## src/rtl/assert_macros.svh

```systemverilog
// Assertion macros shared by the ordered keyed table RTL.
`ifndef ASSERT_MACROS_SVH
`define ASSERT_MACROS_SVH
`ifndef NO_ASSERTIONS
`define OKT_ASSERT(lbl, clk, rstn, prop) \
    lbl: assert property (@(posedge clk) disable iff (!rstn) (prop)) \
        else $error("okt assertion failed");
`define OKT_ASSERT_IMP(lbl, clk, rstn, ante, cons) \
    lbl: assert property (@(posedge clk) disable iff (!rstn) (ante) |-> (cons)) \
        else $error("okt implication failed");
`define OKT_ASSERT_NXT(lbl, clk, rstn, ante, cons) \
    lbl: assert property (@(posedge clk) disable iff (!rstn) (ante) |=> (cons)) \
        else $error("okt next-cycle check failed");
`else
`define OKT_ASSERT(lbl, clk, rstn, prop)
`define OKT_ASSERT_IMP(lbl, clk, rstn, ante, cons)
`define OKT_ASSERT_NXT(lbl, clk, rstn, ante, cons)
`endif
`endif

```

## src/rtl/okt_pkg.sv

```systemverilog
// Types, constants and helpers of the ordered keyed table.
package okt_pkg;

    localparam int TABLE_DEPTH  = 16;
    localparam int PAYLOAD_BITS = 32;
    localparam int IDX_W        = $clog2(TABLE_DEPTH);
    localparam int CNT_W        = $clog2(TABLE_DEPTH + 1);
    localparam int SUM_W        = CNT_W + 1;

    typedef enum logic [2:0] {
        OP_UPSERT  = 3'd0,
        OP_REMOVE  = 3'd1,
        OP_CLEAR   = 3'd2,
        OP_PUBLISH = 3'd3,
        OP_BEGIN   = 3'd4,
        OP_END     = 3'd5,
        OP_READ    = 3'd6
    } op_t;

    typedef enum logic [2:0] {
        ST_DONE      = 3'd0,
        ST_KEY_ZERO  = 3'd1,
        ST_FULL      = 3'd2,
        ST_NOT_FOUND = 3'd3,
        ST_IGNORED   = 3'd4
    } status_t;

    typedef enum logic [2:0] {
        TC_NOP,
        TC_CLEAR,
        TC_READ,
        TC_UPSERT,
        TC_REMOVE
    } tbl_op_t;

    typedef enum logic [2:0] {
        TS_IDLE,
        TS_MATCH,
        TS_MISS,
        TS_SHIFT,
        TS_READ_WAIT,
        TS_REPLY
    } tbl_state_t;

    typedef enum logic {
        TOP_IDLE,
        TOP_RUN
    } top_state_t;

    typedef struct packed {
        logic [63:0]             key;
        logic [15:0]             stacks;
        logic [PAYLOAD_BITS-1:0] payload;
        logic [31:0]             seq;
    } entry_t;

    typedef struct packed {
        tbl_op_t                 op;
        logic [63:0]             key;
        logic [15:0]             stacks;
        logic [PAYLOAD_BITS-1:0] payload;
        logic [3:0]              index;
    } tbl_cmd_t;

    typedef struct packed {
        status_t      status;
        logic [63:0]  entry_key;
        logic [15:0]  entry_stacks;
        logic [31:0]  entry_payload;
        logic [31:0]  entry_sequence;
        logic [CNT_W-1:0] count;
        logic         changed;
    } tbl_rsp_t;

    typedef struct packed {
        status_t      status;
        logic [63:0]  entry_key;
        logic [15:0]  entry_stacks;
        logic [31:0]  entry_payload;
        logic [31:0]  entry_sequence;
        logic [4:0]   live_count;
        logic [31:0]  revision_out;
        logic [63:0]  generation_out;
        logic [31:0]  frame_out;
        logic         frame_valid;
    } okt_out_t;

    function automatic logic [PAYLOAD_BITS-1:0] pay_from_in(input logic [31:0] p);
        logic [63:0] w;
        w = 64'(p);
        return w[PAYLOAD_BITS-1:0];
    endfunction

    function automatic logic [31:0] pay_to_out(input logic [PAYLOAD_BITS-1:0] p);
        logic [63:0] w;
        w = 64'(p);
        return w[31:0];
    endfunction

endpackage

```

## src/rtl/okt_if.sv

```systemverilog
// Request and result channel interfaces of the ordered keyed table.
interface okt_req_if;
    logic        valid;
    logic        ready;
    logic [2:0]  op;
    logic [63:0] key;
    logic [15:0] stacks;
    logic [31:0] payload;
    logic [63:0] generation;
    logic [31:0] frame;
    logic [3:0]  index;

    modport source (output valid, op, key, stacks, payload, generation, frame, index,
                    input ready);
    modport sink   (input valid, op, key, stacks, payload, generation, frame, index,
                    output ready);
endinterface

interface okt_rsp_if;
    logic        valid;
    logic        ready;
    logic [2:0]  status;
    logic [63:0] entry_key;
    logic [15:0] entry_stacks;
    logic [31:0] entry_payload;
    logic [31:0] entry_sequence;
    logic [4:0]  live_count;
    logic [31:0] revision_out;
    logic [63:0] generation_out;
    logic [31:0] frame_out;
    logic        frame_valid;

    modport source (output valid, status, entry_key, entry_stacks, entry_payload,
                    entry_sequence, live_count, revision_out, generation_out,
                    frame_out, frame_valid,
                    input ready);
    modport sink   (input valid, status, entry_key, entry_stacks, entry_payload,
                    entry_sequence, live_count, revision_out, generation_out,
                    frame_out, frame_valid,
                    output ready);
endinterface

```

## src/rtl/ordered_keyed_table_engine_top.sv

```systemverilog
// Top level of the ordered keyed table engine: session state, revision and channels.
// Path of an op through the table: clear, session, unused ops and zero keys reply
//   straight from idle; a read waits on one memory read; upsert or remove that misses
//   scans one entry per cycle, then takes a final step; a remove that hits scans
//   to the hit, then moves one entry per cycle.
// Throughput: one op at a time; a new request is taken once the prior result is registered.
// Reset (rst_n, async, active low) clears count, sequence, revision and session state;
//   stored entries are not swept, the zero count hides them.
`include "assert_macros.svh"

module ordered_keyed_table_engine_top (
    input  logic clk,
    input  logic rst_n,
    okt_req_if.sink   req,
    okt_rsp_if.source rsp
);
    import okt_pkg::*;

    top_state_t   state_reg, state_next;
    logic [63:0]  gen_reg, gen_next;
    logic [31:0]  frame_reg, frame_next;
    logic         has_frame_reg, has_frame_next;
    logic [31:0]  rev_reg, rev_next;
    status_t      sess_status_reg, sess_status_next;
    okt_out_t     out_reg, out_next;
    logic         out_valid_reg, out_valid_next;

    logic         tbl_start;
    logic         tbl_ack;
    logic         tbl_done;
    tbl_cmd_t     tbl_cmd;
    tbl_rsp_t     tbl_rsp;
    logic         slot_free;

    // Entry store and its scan / compaction sequencer
    okt_table u_table (
        .clk   (clk),
        .rst_n (rst_n),
        .start (tbl_start),
        .cmd   (tbl_cmd),
        .ack   (tbl_ack),
        .done  (tbl_done),
        .rsp   (tbl_rsp)
    );

    // The output register frees up in the same cycle its result transfers
    assign slot_free = !out_valid_reg || rsp.ready;
    assign req.ready = (state_reg == TOP_IDLE);

    always_ff @(posedge clk or negedge rst_n)
    begin
        if (!rst_n)
        begin
            state_reg       <= TOP_IDLE;
            gen_reg         <= '0;
            frame_reg       <= '0;
            has_frame_reg   <= 1'b0;
            rev_reg         <= '0;
            sess_status_reg <= ST_DONE;
            out_reg         <= '0;
            out_valid_reg   <= 1'b0;
        end
        else
        begin
            state_reg       <= state_next;
            gen_reg         <= gen_next;
            frame_reg       <= frame_next;
            has_frame_reg   <= has_frame_next;
            rev_reg         <= rev_next;
            sess_status_reg <= sess_status_next;
            out_reg         <= out_next;
            out_valid_reg   <= out_valid_next;
        end
    end

    always_comb
    begin
        state_next       = state_reg;
        gen_next         = gen_reg;
        frame_next       = frame_reg;
        has_frame_next   = has_frame_reg;
        rev_next         = rev_reg;
        sess_status_next = sess_status_reg;
        out_next         = out_reg;
        out_valid_next   = out_valid_reg && !rsp.ready;
        tbl_start        = 1'b0;
        tbl_ack          = 1'b0;
        tbl_cmd.op       = TC_NOP;
        tbl_cmd.key      = req.key;
        tbl_cmd.stacks   = (req.stacks == 16'd0) ? 16'd1 : req.stacks;
        tbl_cmd.payload  = pay_from_in(req.payload);
        tbl_cmd.index    = req.index;

        unique case (state_reg)
            TOP_IDLE:
            begin
                if (req.valid)
                begin
                    // Session fields settle at the request transfer; any table
                    // wipe or revision bump rides on the table op issued here
                    tbl_start        = 1'b1;
                    state_next       = TOP_RUN;
                    sess_status_next = ST_DONE;
                    unique case (op_t'(req.op))
                        OP_UPSERT: tbl_cmd.op = TC_UPSERT;
                        OP_REMOVE: tbl_cmd.op = TC_REMOVE;
                        OP_CLEAR:  tbl_cmd.op = TC_CLEAR;
                        OP_READ:   tbl_cmd.op = TC_READ;
                        OP_PUBLISH:
                        begin
                            if (req.generation == 64'd0)
                            begin
                                sess_status_next = ST_IGNORED;
                            end
                            else
                            begin
                                if (req.generation != gen_reg)
                                begin
                                    tbl_cmd.op = TC_CLEAR;
                                    gen_next   = req.generation;
                                end
                                frame_next     = req.frame;
                                has_frame_next = 1'b1;
                            end
                        end
                        OP_BEGIN:
                        begin
                            tbl_cmd.op     = TC_CLEAR;
                            frame_next     = '0;
                            has_frame_next = 1'b0;
                            gen_next       = req.generation;
                        end
                        OP_END:
                        begin
                            if (req.generation != 64'd0 && req.generation != gen_reg)
                            begin
                                sess_status_next = ST_IGNORED;
                            end
                            else
                            begin
                                tbl_cmd.op     = TC_CLEAR;
                                frame_next     = '0;
                                has_frame_next = 1'b0;
                                gen_next       = '0;
                            end
                        end
                        default:
                        begin
                            tbl_cmd.op = TC_NOP;
                        end
                    endcase
                end
            end

            TOP_RUN:
            begin
                if (tbl_done && slot_free)
                begin
                    // Release the table and load the result register
                    tbl_ack                 = 1'b1;
                    rev_next                = rev_reg + 32'(tbl_rsp.changed);
                    out_next.status         = (sess_status_reg == ST_DONE) ? tbl_rsp.status
                                                                            : sess_status_reg;
                    out_next.entry_key      = tbl_rsp.entry_key;
                    out_next.entry_stacks   = tbl_rsp.entry_stacks;
                    out_next.entry_payload  = tbl_rsp.entry_payload;
                    out_next.entry_sequence = tbl_rsp.entry_sequence;
                    out_next.live_count     = 5'(tbl_rsp.count);
                    out_next.revision_out   = rev_next;
                    out_next.generation_out = gen_reg;
                    out_next.frame_out      = frame_reg;
                    out_next.frame_valid    = has_frame_reg;
                    out_valid_next          = 1'b1;
                    state_next              = TOP_IDLE;
                end
            end

            default:
            begin
                state_next = TOP_IDLE;
            end
        endcase
    end

    assign rsp.valid          = out_valid_reg;
    assign rsp.status         = out_reg.status;
    assign rsp.entry_key      = out_reg.entry_key;
    assign rsp.entry_stacks   = out_reg.entry_stacks;
    assign rsp.entry_payload  = out_reg.entry_payload;
    assign rsp.entry_sequence = out_reg.entry_sequence;
    assign rsp.live_count     = out_reg.live_count;
    assign rsp.revision_out   = out_reg.revision_out;
    assign rsp.generation_out = out_reg.generation_out;
    assign rsp.frame_out      = out_reg.frame_out;
    assign rsp.frame_valid    = out_reg.frame_valid;

    `OKT_ASSERT_IMP(a_frame_needs_gen, clk, rst_n, has_frame_reg, gen_reg != 64'd0)
    `OKT_ASSERT_IMP(a_done_in_run, clk, rst_n, tbl_done, state_reg == TOP_RUN)
    `OKT_ASSERT_NXT(a_ack_loads_out, clk, rst_n, tbl_ack,
                    out_valid_reg && state_reg == TOP_IDLE)

endmodule

```

## src/rtl/okt_table.sv

```systemverilog
// Entry store with a one-entry-per-cycle key scan and compaction sequencer.
`include "assert_macros.svh"

module okt_table (
    input  logic             clk,
    input  logic             rst_n,
    input  logic             start,
    input  okt_pkg::tbl_cmd_t cmd,
    input  logic             ack,
    output logic             done,
    output okt_pkg::tbl_rsp_t rsp
);
    import okt_pkg::*;

    tbl_state_t        state_reg, state_next;
    tbl_cmd_t          cmd_reg, cmd_next;
    tbl_rsp_t          rsp_reg, rsp_next;
    logic [IDX_W-1:0]  ptr_reg, ptr_next;
    logic [CNT_W-1:0]  count_reg, count_next;
    logic [31:0]       seq_reg, seq_next;

    entry_t            mem [TABLE_DEPTH];
    entry_t            rd_data_reg;
    entry_t            wr_data;
    logic              rd_en, wr_en;
    logic [IDX_W-1:0]  rd_addr, wr_addr;

    logic [SUM_W-1:0]  ptr_p1, ptr_p2, cnt_ext;
    logic              reply;

    assign ptr_p1  = SUM_W'(ptr_reg) + SUM_W'(1);
    assign ptr_p2  = SUM_W'(ptr_reg) + SUM_W'(2);
    assign cnt_ext = SUM_W'(count_reg);

    always_ff @(posedge clk)
    begin
        if (wr_en)
        begin
            mem[wr_addr] <= wr_data;
        end
        if (rd_en)
        begin
            rd_data_reg <= mem[rd_addr];
        end
    end

    always_ff @(posedge clk or negedge rst_n)
    begin
        if (!rst_n)
        begin
            state_reg <= TS_IDLE;
            cmd_reg   <= '0;
            rsp_reg   <= '0;
            ptr_reg   <= '0;
            count_reg <= '0;
            seq_reg   <= 32'd1;
        end
        else
        begin
            state_reg <= state_next;
            cmd_reg   <= cmd_next;
            rsp_reg   <= rsp_next;
            ptr_reg   <= ptr_next;
            count_reg <= count_next;
            seq_reg   <= seq_next;
        end
    end

    always_comb
    begin
        state_next = state_reg;
        cmd_next   = cmd_reg;
        rsp_next   = rsp_reg;
        ptr_next   = ptr_reg;
        count_next = count_reg;
        seq_next   = seq_reg;
        rd_en      = 1'b0;
        rd_addr    = ptr_reg;
        wr_en      = 1'b0;
        wr_addr    = ptr_reg;
        wr_data    = rd_data_reg;
        reply      = 1'b0;

        unique case (state_reg)
            TS_IDLE:
            begin
                if (start)
                begin
                    cmd_next = cmd;
                    ptr_next = '0;
                    rsp_next = '0;
                    unique case (cmd.op)
                        TC_CLEAR:
                        begin
                            count_next       = '0;
                            rsp_next.changed = 1'b1;
                            reply            = 1'b1;
                        end
                        TC_READ:
                        begin
                            if (32'(cmd.index) < 32'(count_reg))
                            begin
                                rd_en      = 1'b1;
                                rd_addr    = IDX_W'(cmd.index);
                                state_next = TS_READ_WAIT;
                            end
                            else
                            begin
                                reply = 1'b1;
                            end
                        end
                        TC_UPSERT, TC_REMOVE:
                        begin
                            if (cmd.key == 64'd0)
                            begin
                                rsp_next.status = ST_KEY_ZERO;
                                reply           = 1'b1;
                            end
                            else if (count_reg == '0)
                            begin
                                state_next = TS_MISS;
                            end
                            else
                            begin
                                rd_en      = 1'b1;
                                rd_addr    = '0;
                                state_next = TS_MATCH;
                            end
                        end
                        default:
                        begin
                            reply = 1'b1;
                        end
                    endcase
                end
            end

            TS_MATCH:
            begin
                if (rd_data_reg.key == cmd_reg.key)
                begin
                    if (cmd_reg.op == TC_UPSERT)
                    begin
                        // Hit: overwrite in place, keep the sequence number
                        wr_en            = 1'b1;
                        wr_data.key      = cmd_reg.key;
                        wr_data.stacks   = cmd_reg.stacks;
                        wr_data.payload  = cmd_reg.payload;
                        wr_data.seq      = rd_data_reg.seq;
                        rsp_next.changed = 1'b1;
                        reply            = 1'b1;
                    end
                    else if (ptr_p1 < cnt_ext)
                    begin
                        rd_en      = 1'b1;
                        rd_addr    = IDX_W'(ptr_p1);
                        state_next = TS_SHIFT;
                    end
                    else
                    begin
                        count_next       = count_reg - CNT_W'(1);
                        rsp_next.changed = 1'b1;
                        reply            = 1'b1;
                    end
                end
                else if (ptr_p1 < cnt_ext)
                begin
                    rd_en    = 1'b1;
                    rd_addr  = IDX_W'(ptr_p1);
                    ptr_next = IDX_W'(ptr_p1);
                end
                else
                begin
                    state_next = TS_MISS;
                end
            end

            TS_MISS:
            begin
                if (cmd_reg.op == TC_REMOVE)
                begin
                    rsp_next.status = ST_NOT_FOUND;
                end
                else if (32'(count_reg) >= TABLE_DEPTH)
                begin
                    rsp_next.status = ST_FULL;
                end
                else
                begin
                    // Append at the tail with the next nonzero sequence
                    wr_en            = 1'b1;
                    wr_addr          = IDX_W'(count_reg);
                    wr_data.key      = cmd_reg.key;
                    wr_data.stacks   = cmd_reg.stacks;
                    wr_data.payload  = cmd_reg.payload;
                    wr_data.seq      = seq_reg;
                    seq_next         = (seq_reg == 32'hFFFF_FFFF) ? 32'd1
                                                                  : seq_reg + 32'd1;
                    count_next       = count_reg + CNT_W'(1);
                    rsp_next.changed = 1'b1;
                end
                reply = 1'b1;
            end

            TS_SHIFT:
            begin
                // Move entry ptr+1 down to ptr, fetch the one after it
                wr_en = 1'b1;
                if (ptr_p2 < cnt_ext)
                begin
                    rd_en    = 1'b1;
                    rd_addr  = IDX_W'(ptr_p2);
                    ptr_next = IDX_W'(ptr_p1);
                end
                else
                begin
                    count_next       = count_reg - CNT_W'(1);
                    rsp_next.changed = 1'b1;
                    reply            = 1'b1;
                end
            end

            TS_READ_WAIT:
            begin
                rsp_next.entry_key      = rd_data_reg.key;
                rsp_next.entry_stacks   = rd_data_reg.stacks;
                rsp_next.entry_payload  = pay_to_out(rd_data_reg.payload);
                rsp_next.entry_sequence = rd_data_reg.seq;
                reply                   = 1'b1;
            end

            TS_REPLY:
            begin
                if (ack)
                begin
                    state_next = TS_IDLE;
                end
            end

            default:
            begin
                state_next = TS_IDLE;
            end
        endcase

        if (reply)
        begin
            rsp_next.count = count_next;
            state_next     = TS_REPLY;
        end
    end

    assign done = (state_reg == TS_REPLY);
    assign rsp  = rsp_reg;

    `OKT_ASSERT(a_count_bound, clk, rst_n, 32'(count_reg) <= TABLE_DEPTH)
    `OKT_ASSERT_IMP(a_start_idle, clk, rst_n, start, state_reg == TS_IDLE)
    `OKT_ASSERT_NXT(a_reply_hold, clk, rst_n, done && !ack,
                    done && $stable(rsp_reg) && $stable(count_reg))

endmodule

```

## src/flat_wrapper.sv

```systemverilog
// flat-port wrapper written by rule: the top's interface ports become plain ports
module ordered_keyed_table_engine_top_flat import okt_pkg::*;
  (clk, rst_n, req_valid, req_op, req_key, req_stacks, req_payload, req_generation, req_frame, req_index, req_ready, rsp_valid, rsp_status, rsp_entry_key, rsp_entry_stacks, rsp_entry_payload, rsp_entry_sequence, rsp_live_count, rsp_revision_out, rsp_generation_out, rsp_frame_out, rsp_frame_valid, rsp_ready);
  okt_req_if req_i ();
  okt_rsp_if rsp_i ();
  input  logic clk;
  input  logic rst_n;
  input wire logic [$bits(req_i.valid)-1:0] req_valid;
  input wire logic [$bits(req_i.op)-1:0] req_op;
  input wire logic [$bits(req_i.key)-1:0] req_key;
  input wire logic [$bits(req_i.stacks)-1:0] req_stacks;
  input wire logic [$bits(req_i.payload)-1:0] req_payload;
  input wire logic [$bits(req_i.generation)-1:0] req_generation;
  input wire logic [$bits(req_i.frame)-1:0] req_frame;
  input wire logic [$bits(req_i.index)-1:0] req_index;
  output wire logic [$bits(req_i.ready)-1:0] req_ready;
  output wire logic [$bits(rsp_i.valid)-1:0] rsp_valid;
  output wire logic [$bits(rsp_i.status)-1:0] rsp_status;
  output wire logic [$bits(rsp_i.entry_key)-1:0] rsp_entry_key;
  output wire logic [$bits(rsp_i.entry_stacks)-1:0] rsp_entry_stacks;
  output wire logic [$bits(rsp_i.entry_payload)-1:0] rsp_entry_payload;
  output wire logic [$bits(rsp_i.entry_sequence)-1:0] rsp_entry_sequence;
  output wire logic [$bits(rsp_i.live_count)-1:0] rsp_live_count;
  output wire logic [$bits(rsp_i.revision_out)-1:0] rsp_revision_out;
  output wire logic [$bits(rsp_i.generation_out)-1:0] rsp_generation_out;
  output wire logic [$bits(rsp_i.frame_out)-1:0] rsp_frame_out;
  output wire logic [$bits(rsp_i.frame_valid)-1:0] rsp_frame_valid;
  input wire logic [$bits(rsp_i.ready)-1:0] rsp_ready;
  assign req_i.valid = req_valid;
  assign req_i.op = req_op;
  assign req_i.key = req_key;
  assign req_i.stacks = req_stacks;
  assign req_i.payload = req_payload;
  assign req_i.generation = req_generation;
  assign req_i.frame = req_frame;
  assign req_i.index = req_index;
  assign req_ready = req_i.ready;
  assign rsp_valid = rsp_i.valid;
  assign rsp_status = rsp_i.status;
  assign rsp_entry_key = rsp_i.entry_key;
  assign rsp_entry_stacks = rsp_i.entry_stacks;
  assign rsp_entry_payload = rsp_i.entry_payload;
  assign rsp_entry_sequence = rsp_i.entry_sequence;
  assign rsp_live_count = rsp_i.live_count;
  assign rsp_revision_out = rsp_i.revision_out;
  assign rsp_generation_out = rsp_i.generation_out;
  assign rsp_frame_out = rsp_i.frame_out;
  assign rsp_frame_valid = rsp_i.frame_valid;
  assign rsp_i.ready = rsp_ready;
  ordered_keyed_table_engine_top u_core (.clk(clk), .rst_n(rst_n), .req(req_i), .rsp(rsp_i));
endmodule
```

## config.mk

```make
export PLATFORM = sky130hd
export DESIGN_NAME = ordered_keyed_table_engine_top_flat
export DESIGN_NICKNAME = d
export VERILOG_FILES = /design/src/rtl/okt_pkg.sv /design/src/rtl/okt_if.sv /design/src/rtl/ordered_keyed_table_engine_top.sv /design/src/rtl/okt_table.sv /design/src/flat_wrapper.sv
export VERILOG_INCLUDE_DIRS = /design/src /design/src/rtl
export SDC_FILE = /design/constraint.sdc
export NUM_CORES = 2
export LEC_CHECK = 0
export BUFFER_PORTS_ARGS = -buffer_cell sky130_fd_sc_hd__buf_2
export CORE_MARGIN = 2
export CORE_UTILIZATION = 54
export DETAILED_ROUTE_END_ITERATION = 10
export PLACE_DENSITY = 0.78
export SLEW_MARGIN = 10
export SYNTH_ARGS = -nofsm -noshare
export SYNTH_HDL_FRONTEND = slang
export SYNTH_HIERARCHICAL = 1
export SYNTH_SLANG_ARGS = --single-unit
```

## constraint.sdc

```tcl
create_clock -name clk -period 9.2 [get_ports clk]
set_input_delay 0.46 -clock clk [delete_from_list [all_inputs] [get_ports clk]]
set_output_delay 0.46 -clock clk [all_outputs]
set_load 0.02 [all_outputs]
```

## Yosys cells after proc, flatten, opt, wreduce, memory -nomap -nowiden

Memories as Yosys holds them, arrays and structs flattened. A register that Yosys moved wholly into a read port is not among the register bits.
Index checks and enable logic that the tools add are counted.

- Bits in registers: 695
- RAM bits: 2,304
- Output and inout port bits: 283
- Memories kept: 1

Memories:

| memory | words | width | rd ports | clocked after memory_dff | wr ports | line | RTL |
|---|---|---|---|---|---|---|---|
| u_core.u_table.mem | 16 | 144 | 1 | 1 | 1 | okt_table.sv:22 | `entry_t mem [TABLE_DEPTH];` |

- Add/sub/neg operators: 6
- Order comparisons: 4
- Equal/unequal tests: 41
- Muxes and demuxes: 116
- Bitwise operators: 3
- Reductions and logical operators: 37

Operator list:

| kind | count |
|---|---|
| two-way mux 144 bit | 4 |
| one-hot mux 144 bit (2 select lines) | 2 |
| two-way mux 64 bit | 3 |
| one-hot mux 64 bit (3 select lines) | 1 |
| two-way mux 153 bit | 1 |
| zero test 64 bit | 2 |
| two-way mux 32 bit | 3 |
| one-hot mux 32 bit (3 select lines) | 1 |
| equality test 64 bit | 1 |
| inequality test 64 bit | 1 |
| nonzero test 64 bit | 1 |
| two-way mux 4 bit | 14 |
| two-way mux 3 bit | 17 |
| two-way mux 5 bit | 10 |
| two-way mux 1 bit | 41 |
| adder 32 x 1 -> 32 bit | 1 |
| adder 32 x 1 -> 32 bit (second input constant) | 1 |
| equality test 32 bit (second input constant) | 1 |
| one-hot mux 4 bit (3 select lines) | 2 |
| equality test 3 x 2 -> 1 bit (second input constant) | 7 |
| equality test 3 bit (second input constant) | 7 |
| inequality test 4 bit (second input constant) | 5 |
| one-hot mux 5 bit (4 select lines) | 1 |
| one-hot mux 3 bit (2 select lines) | 3 |
| 41 further kinds | 77 |

## Depth between registers and ports, before layout

- Word-level depth: 13
- Gate-level depth with buffers: 21

## Modules after synthesis

Netlist, hierarchy kept.

By module, submodules not included:

| module | instances | cells each | area each (sq um) | seq. area each (sq um) |
|---|---|---|---|---|
| okt_table | 1 | 6,688 | 109,533.8 | 81,294.2 |
| ordered_keyed_table_engine_top | 1 | 1,391 | 17,017.6 | 9,534.1 |

## Worst setup path before layout

Ideal clock, no wire load.

- Path type: register to register
- Start: register u_core.u_table.state_reg[0]
- End: memory u_core/u_table/mem[6][0] (netlist name) (enable)
- Setup time: 650 ps
- Arrival time: 8,160 ps
- Path slack: 390 ps
- Cell stages (with the launch flop): 10
- Period minus slack after synthesis: 8,810 ps
- Cell sequence: dfrtp_1 > clkbuf_1 > or3b_2 > clkbuf_1 > nor3_2 > a21oi_1 > clkbuf_1 > nand2_1 > o21ai_0 > nor2_1

- Cells in the longest elaborated chain, start to end: 4
- Elaborated cells on any way between the ends: 7

RTL lines:

| what | line | RTL |
|---|---|---|
| start: declaration | okt_table.sv:15 | `tbl_state_t state_reg, state_next;` |
| start signal: assignment | okt_table.sv:60 | `state_reg <= state_next;` |
| equality test 3 x 2 -> 1 bit / equality test 3 x 1 -> 1 bit (equally long branches) | okt_table.sv:84 | `unique case (state_reg)` |
| one-hot mux 1 bit (3 select lines) | okt_table.sv:84 |  |
| two-way mux 1 bit | okt_table.sv:37 | `if (wr_en)` |
| two-way mux 1 bit (not written as such) | okt_table.sv:39 | `mem[wr_addr] <= wr_data;` |
| end: declaration | okt_table.sv:22 |  |

Parallel ways exist; a longest one is shown, timed or not.

==> impl_results.md <==
* Max reg flops at 2304
* Synth area leader: edfxtp_1
* Vias in the first global route at between 70000 and 80000
* WL final at 358000 um
* RSZ-0062 raised after global routing: no
* Crit path capture type: flop
* FMAX at between 100 and 150 MHz
* Core ar. at 0.233 mm^2
* Syn_nets at around 8300
* Outcome: completed
* Crit Path Category: flop to flop
* Starting DRT DRC Count at 11200
* R2R Path Start: u_core/gen_reg[5]$_DFFE_PN0P_
* Slowest-stage cell, CP: buf_4
* Count of final setup violators at 0
* H-tree depth at 5
* Post-route ant nets at 0
* Count of final hold-check violations at 0
* Slowest stage delay, CP at between 0.9 and 1 ns
* Synth top cells by count: edfxtp_1, nand2_1, mux2_2
* Die W at around 490 um
* Total congestion overflow at 0
* Slew margin rel. at 0.120
* Crit path DAT at approximately 8.5 ns
* Areal power density over the cells at ~380 mW/mm^2
* Initial antenna violation count at 33
* GRT met1 Usage at 0.394
* Setup TNS at 0 ns
* Global-route wire length before repair at 519000 um
* GR peak layer: met2
* Slew Limit Fails at 0
* Min-delay worst type: input pin to flop
* Post-route DRC at 0
* Seq/Total Area, Yosys at 0.718
* Net count, final at 8953
* Top FF cell, synth: edfxtp_1
* Most frequent cell after synthesis: edfxtp_1
* Synth Cell Area at between 0.1 and 0.15 mm^2
* Syn_area_per_cell at approximately 16 um^2
* R2R depth at 19
* Worst slew pin tran at approximately 1.3 ns
* Pleak at 51.7 nW
* Routing usage on met3 at 0.0677
* Async SR Flop Fraction at 0.220
* Period minus WS final at around 7.7 ns
* Initial Util at 0.544
* CP Max Fanout at between 50 and 60
* Worst-path clk slew at approximately 0.06 ns
* CP cell instances: xnor2_1 > nand4_1 > nor4_1 > nand4_1 > nor4bb_1 > a2111oi_1 > inv_1 > o211ai_1 > o32ai_1 > a21oi_1 > o31ai_4 > nor4_4 > buf_4 > buf_4 > buf_4 > o31ai_1 > o211ai_1 > o221ai_1 > o22ai_1
* Final setup skew at 0.0884 ns
* Required @ worst endpoint at about 10 ns
* CTS Sinks at 3140
* Fin crit share at 0.833
* Synth unique cells at 83
* Worst VDD drop at 0.823 mV
* Post-synth EDFFs at between 2000 and 2500
* Wire per inst at ~30 um
* Hpwl dp at 185000 um
* Ranking of synthesized cells by area: edfxtp_1, dfrtp_1, mux2_2
* Detailed-route via count at 78700
* Die ar. at roughly 0.24 mm^2
* Inserted Clock Buffers at about 330
* CTS tree: yes
* Total GRT Usage at 0.294
* Final Power at 55.5 mW
* Reg2reg end: u_core/u_table/rd_data_reg[100]$_DFFE_PP_
* Clk buf depth at 4
* Met2 GRT Util at 0.457
* Rows at between 150 and 200
* Largest net degree at the start of global routing at approximately 160
* Startpoint types: flop
* #FFs+latches synth at 3140
* Mapped Cells at between 8000 and 9000
* # Max-Cap Violations at 0
* IO buf count at ~500
* Share of layout cells above drive strength 1 at 0.220
* Initial DRT Pass Iterations at 8
* Warnings from Yosys at 6
* Crit path top cell by count: buf_4
* Layout area overhead at 14.4%
* R2R setup slack at between 1.5 and 2 ns
* Crit path capture: u_core/u_table/rd_data_reg[100]$_DFFE_PP_
* IO Count at about 500
* Die Height at 488 um
* GP Congestion at between 0.8 and 0.9
* Vias per cell at ~6.5
* Clock root buffer: clkbuf_16
* Worst setup startpoint: u_core/gen_reg[5]$_DFFE_PN0P_
* Synth top area share at 0.581
* Worst-Skew Late Latency at approximately 0.97 ns
-- worst min path at each step --
| stage | startpoint | to | depth (start not counted) |
|---|---|---|---|
| after floorplan | rst_n | u_core/frame_reg[0]$_DFFE_PN0P_ | 0 |
| after global placement | u_core/u_table/cmd_reg[29]$_DFFE_PN0P_ | u_core/u_table/cmd_reg[29]$_DFFE_PN0P_ | 2 |
| after detailed placement | u_core/u_table/cmd_reg[17]$_DFFE_PN0P_ | u_core/u_table/cmd_reg[17]$_DFFE_PN0P_ | 2 |
| after CTS | req_payload[21] | u_core/u_table/cmd_reg[25]$_DFFE_PN0P_ | 4 |
| after global routing | req_stacks[13] | u_core/u_table/cmd_reg[49]$_DFFE_PN0P_ | 4 |
| final | req_payload[21] | u_core/u_table/cmd_reg[25]$_DFFE_PN0P_ | 4 |
-- where the power goes --
group	internal (mW)	leakage (nW)	total, mW	switching [mW]
Combinational	7.72	16.2	21.7	14.0
Clock	7.42	5.02	12.8	5.37
Sequential	19.3	30.5	20.9	1.57
-- logic make-up after synthesis --
| logic type | share of synthesized area |
|---|---|
| other | 0.0000296 |
| multiplexers | 0.105 |
| adder cells (fa/ha/maj) | 0.00178 |
| AO/OA/AOI/OAI | 0.0928 |
| buffers and inverters | 0.0268 |
| flip-flops | 0.718 |
| AND/OR/NAND/NOR | 0.0427 |
| XOR/XNOR | 0.0130 |
-- cells in the final DEF, fill, tap and decap left out, types with 55 or more instances in the layout --
cell	count
o22ai_1	143
a22oi_1	64
xnor2_1	162
o31ai_1	147
o21ai_0	126
a31oi_1	71
nor2_1	128
dlygate4sd3_1	213
inv_1	220
clkbuf_16	338
edfxtp_1	2448
a21oi_1	55
clkbuf_1	87
buf_4	95
o211ai_1	147
dfrtp_1	691
a221o_1	145
a22o_1	146
nand4_1	56
mux2_2	756
o221ai_1	143
mux2i_1	435
o31ai_2	60
buf_2	500
nand2_1	874
a32o_1	143
-- what timing repair did --
| item | CTS | global route |
|---|---|---|
| hold buffers | 213 | 0 |
| gates resized for setup | 0 | 0 |
| hold endpoints to repair | 306 | 0 |
| setup buffers | 0 | 0 |
-- layer usage --
layer | vias up | part of all wire | wire, um
li1 | 32500 | - | -
met1 | 39800 | 0.37 | 132000
met2 | 5374 | 0.46 | 166000
met3 | 995 | 0.12 | 43100
met4 | 28 | 0.048 | 17200
met5 | - | 0.00054 | 195
-- through the flow --
| step | cells | hold slack [ns] | setup slack [ns] | util | area (um^2) |
|---|---|---|---|---|---|
| after floorplan | 8079 | 0.164 | 0.390 | - | 127000 |
| after global placement | 11300 | 0.458 | 1.83 | 0.568 | 132000 |
| after detailed placement | 11300 | 0.462 | 1.62 | 0.568 | 132000 |
| after CTS | 12100 | 0.177 | 1.97 | 0.622 | 145000 |
| after global routing | 12100 | 0.222 | 1.49 | 0.622 | 145000 |
| final | 12100 | 0.237 | 1.53 | 0.622 | 145000 |
-- area by class of cell --
type / count / area [um^2]
fill: 16100 / 88000
clock buffer: 440 / 8990
timing repair buffer: 851 / 6200
tap: 3132 / 3920
antenna: 26 / 65.1
sequential: 3140 / 90800
inverter: 221 / 830
clock inverter: 142 / 1270
multi-input combinational: 4175 / 32700
-- worst max-delay path: cells and delay by family, from the launching register on --
family | cells | cell delay, ns
flip-flops | 1 | 0.44
XOR/XNOR | 1 | 0.63
AO/OA/AOI/OAI | 9 | 2.44
buffers and inverters | 4 | 2.65
AND/OR/NAND/NOR | 5 | 1.23
Power figures use the tool's default switching activity.
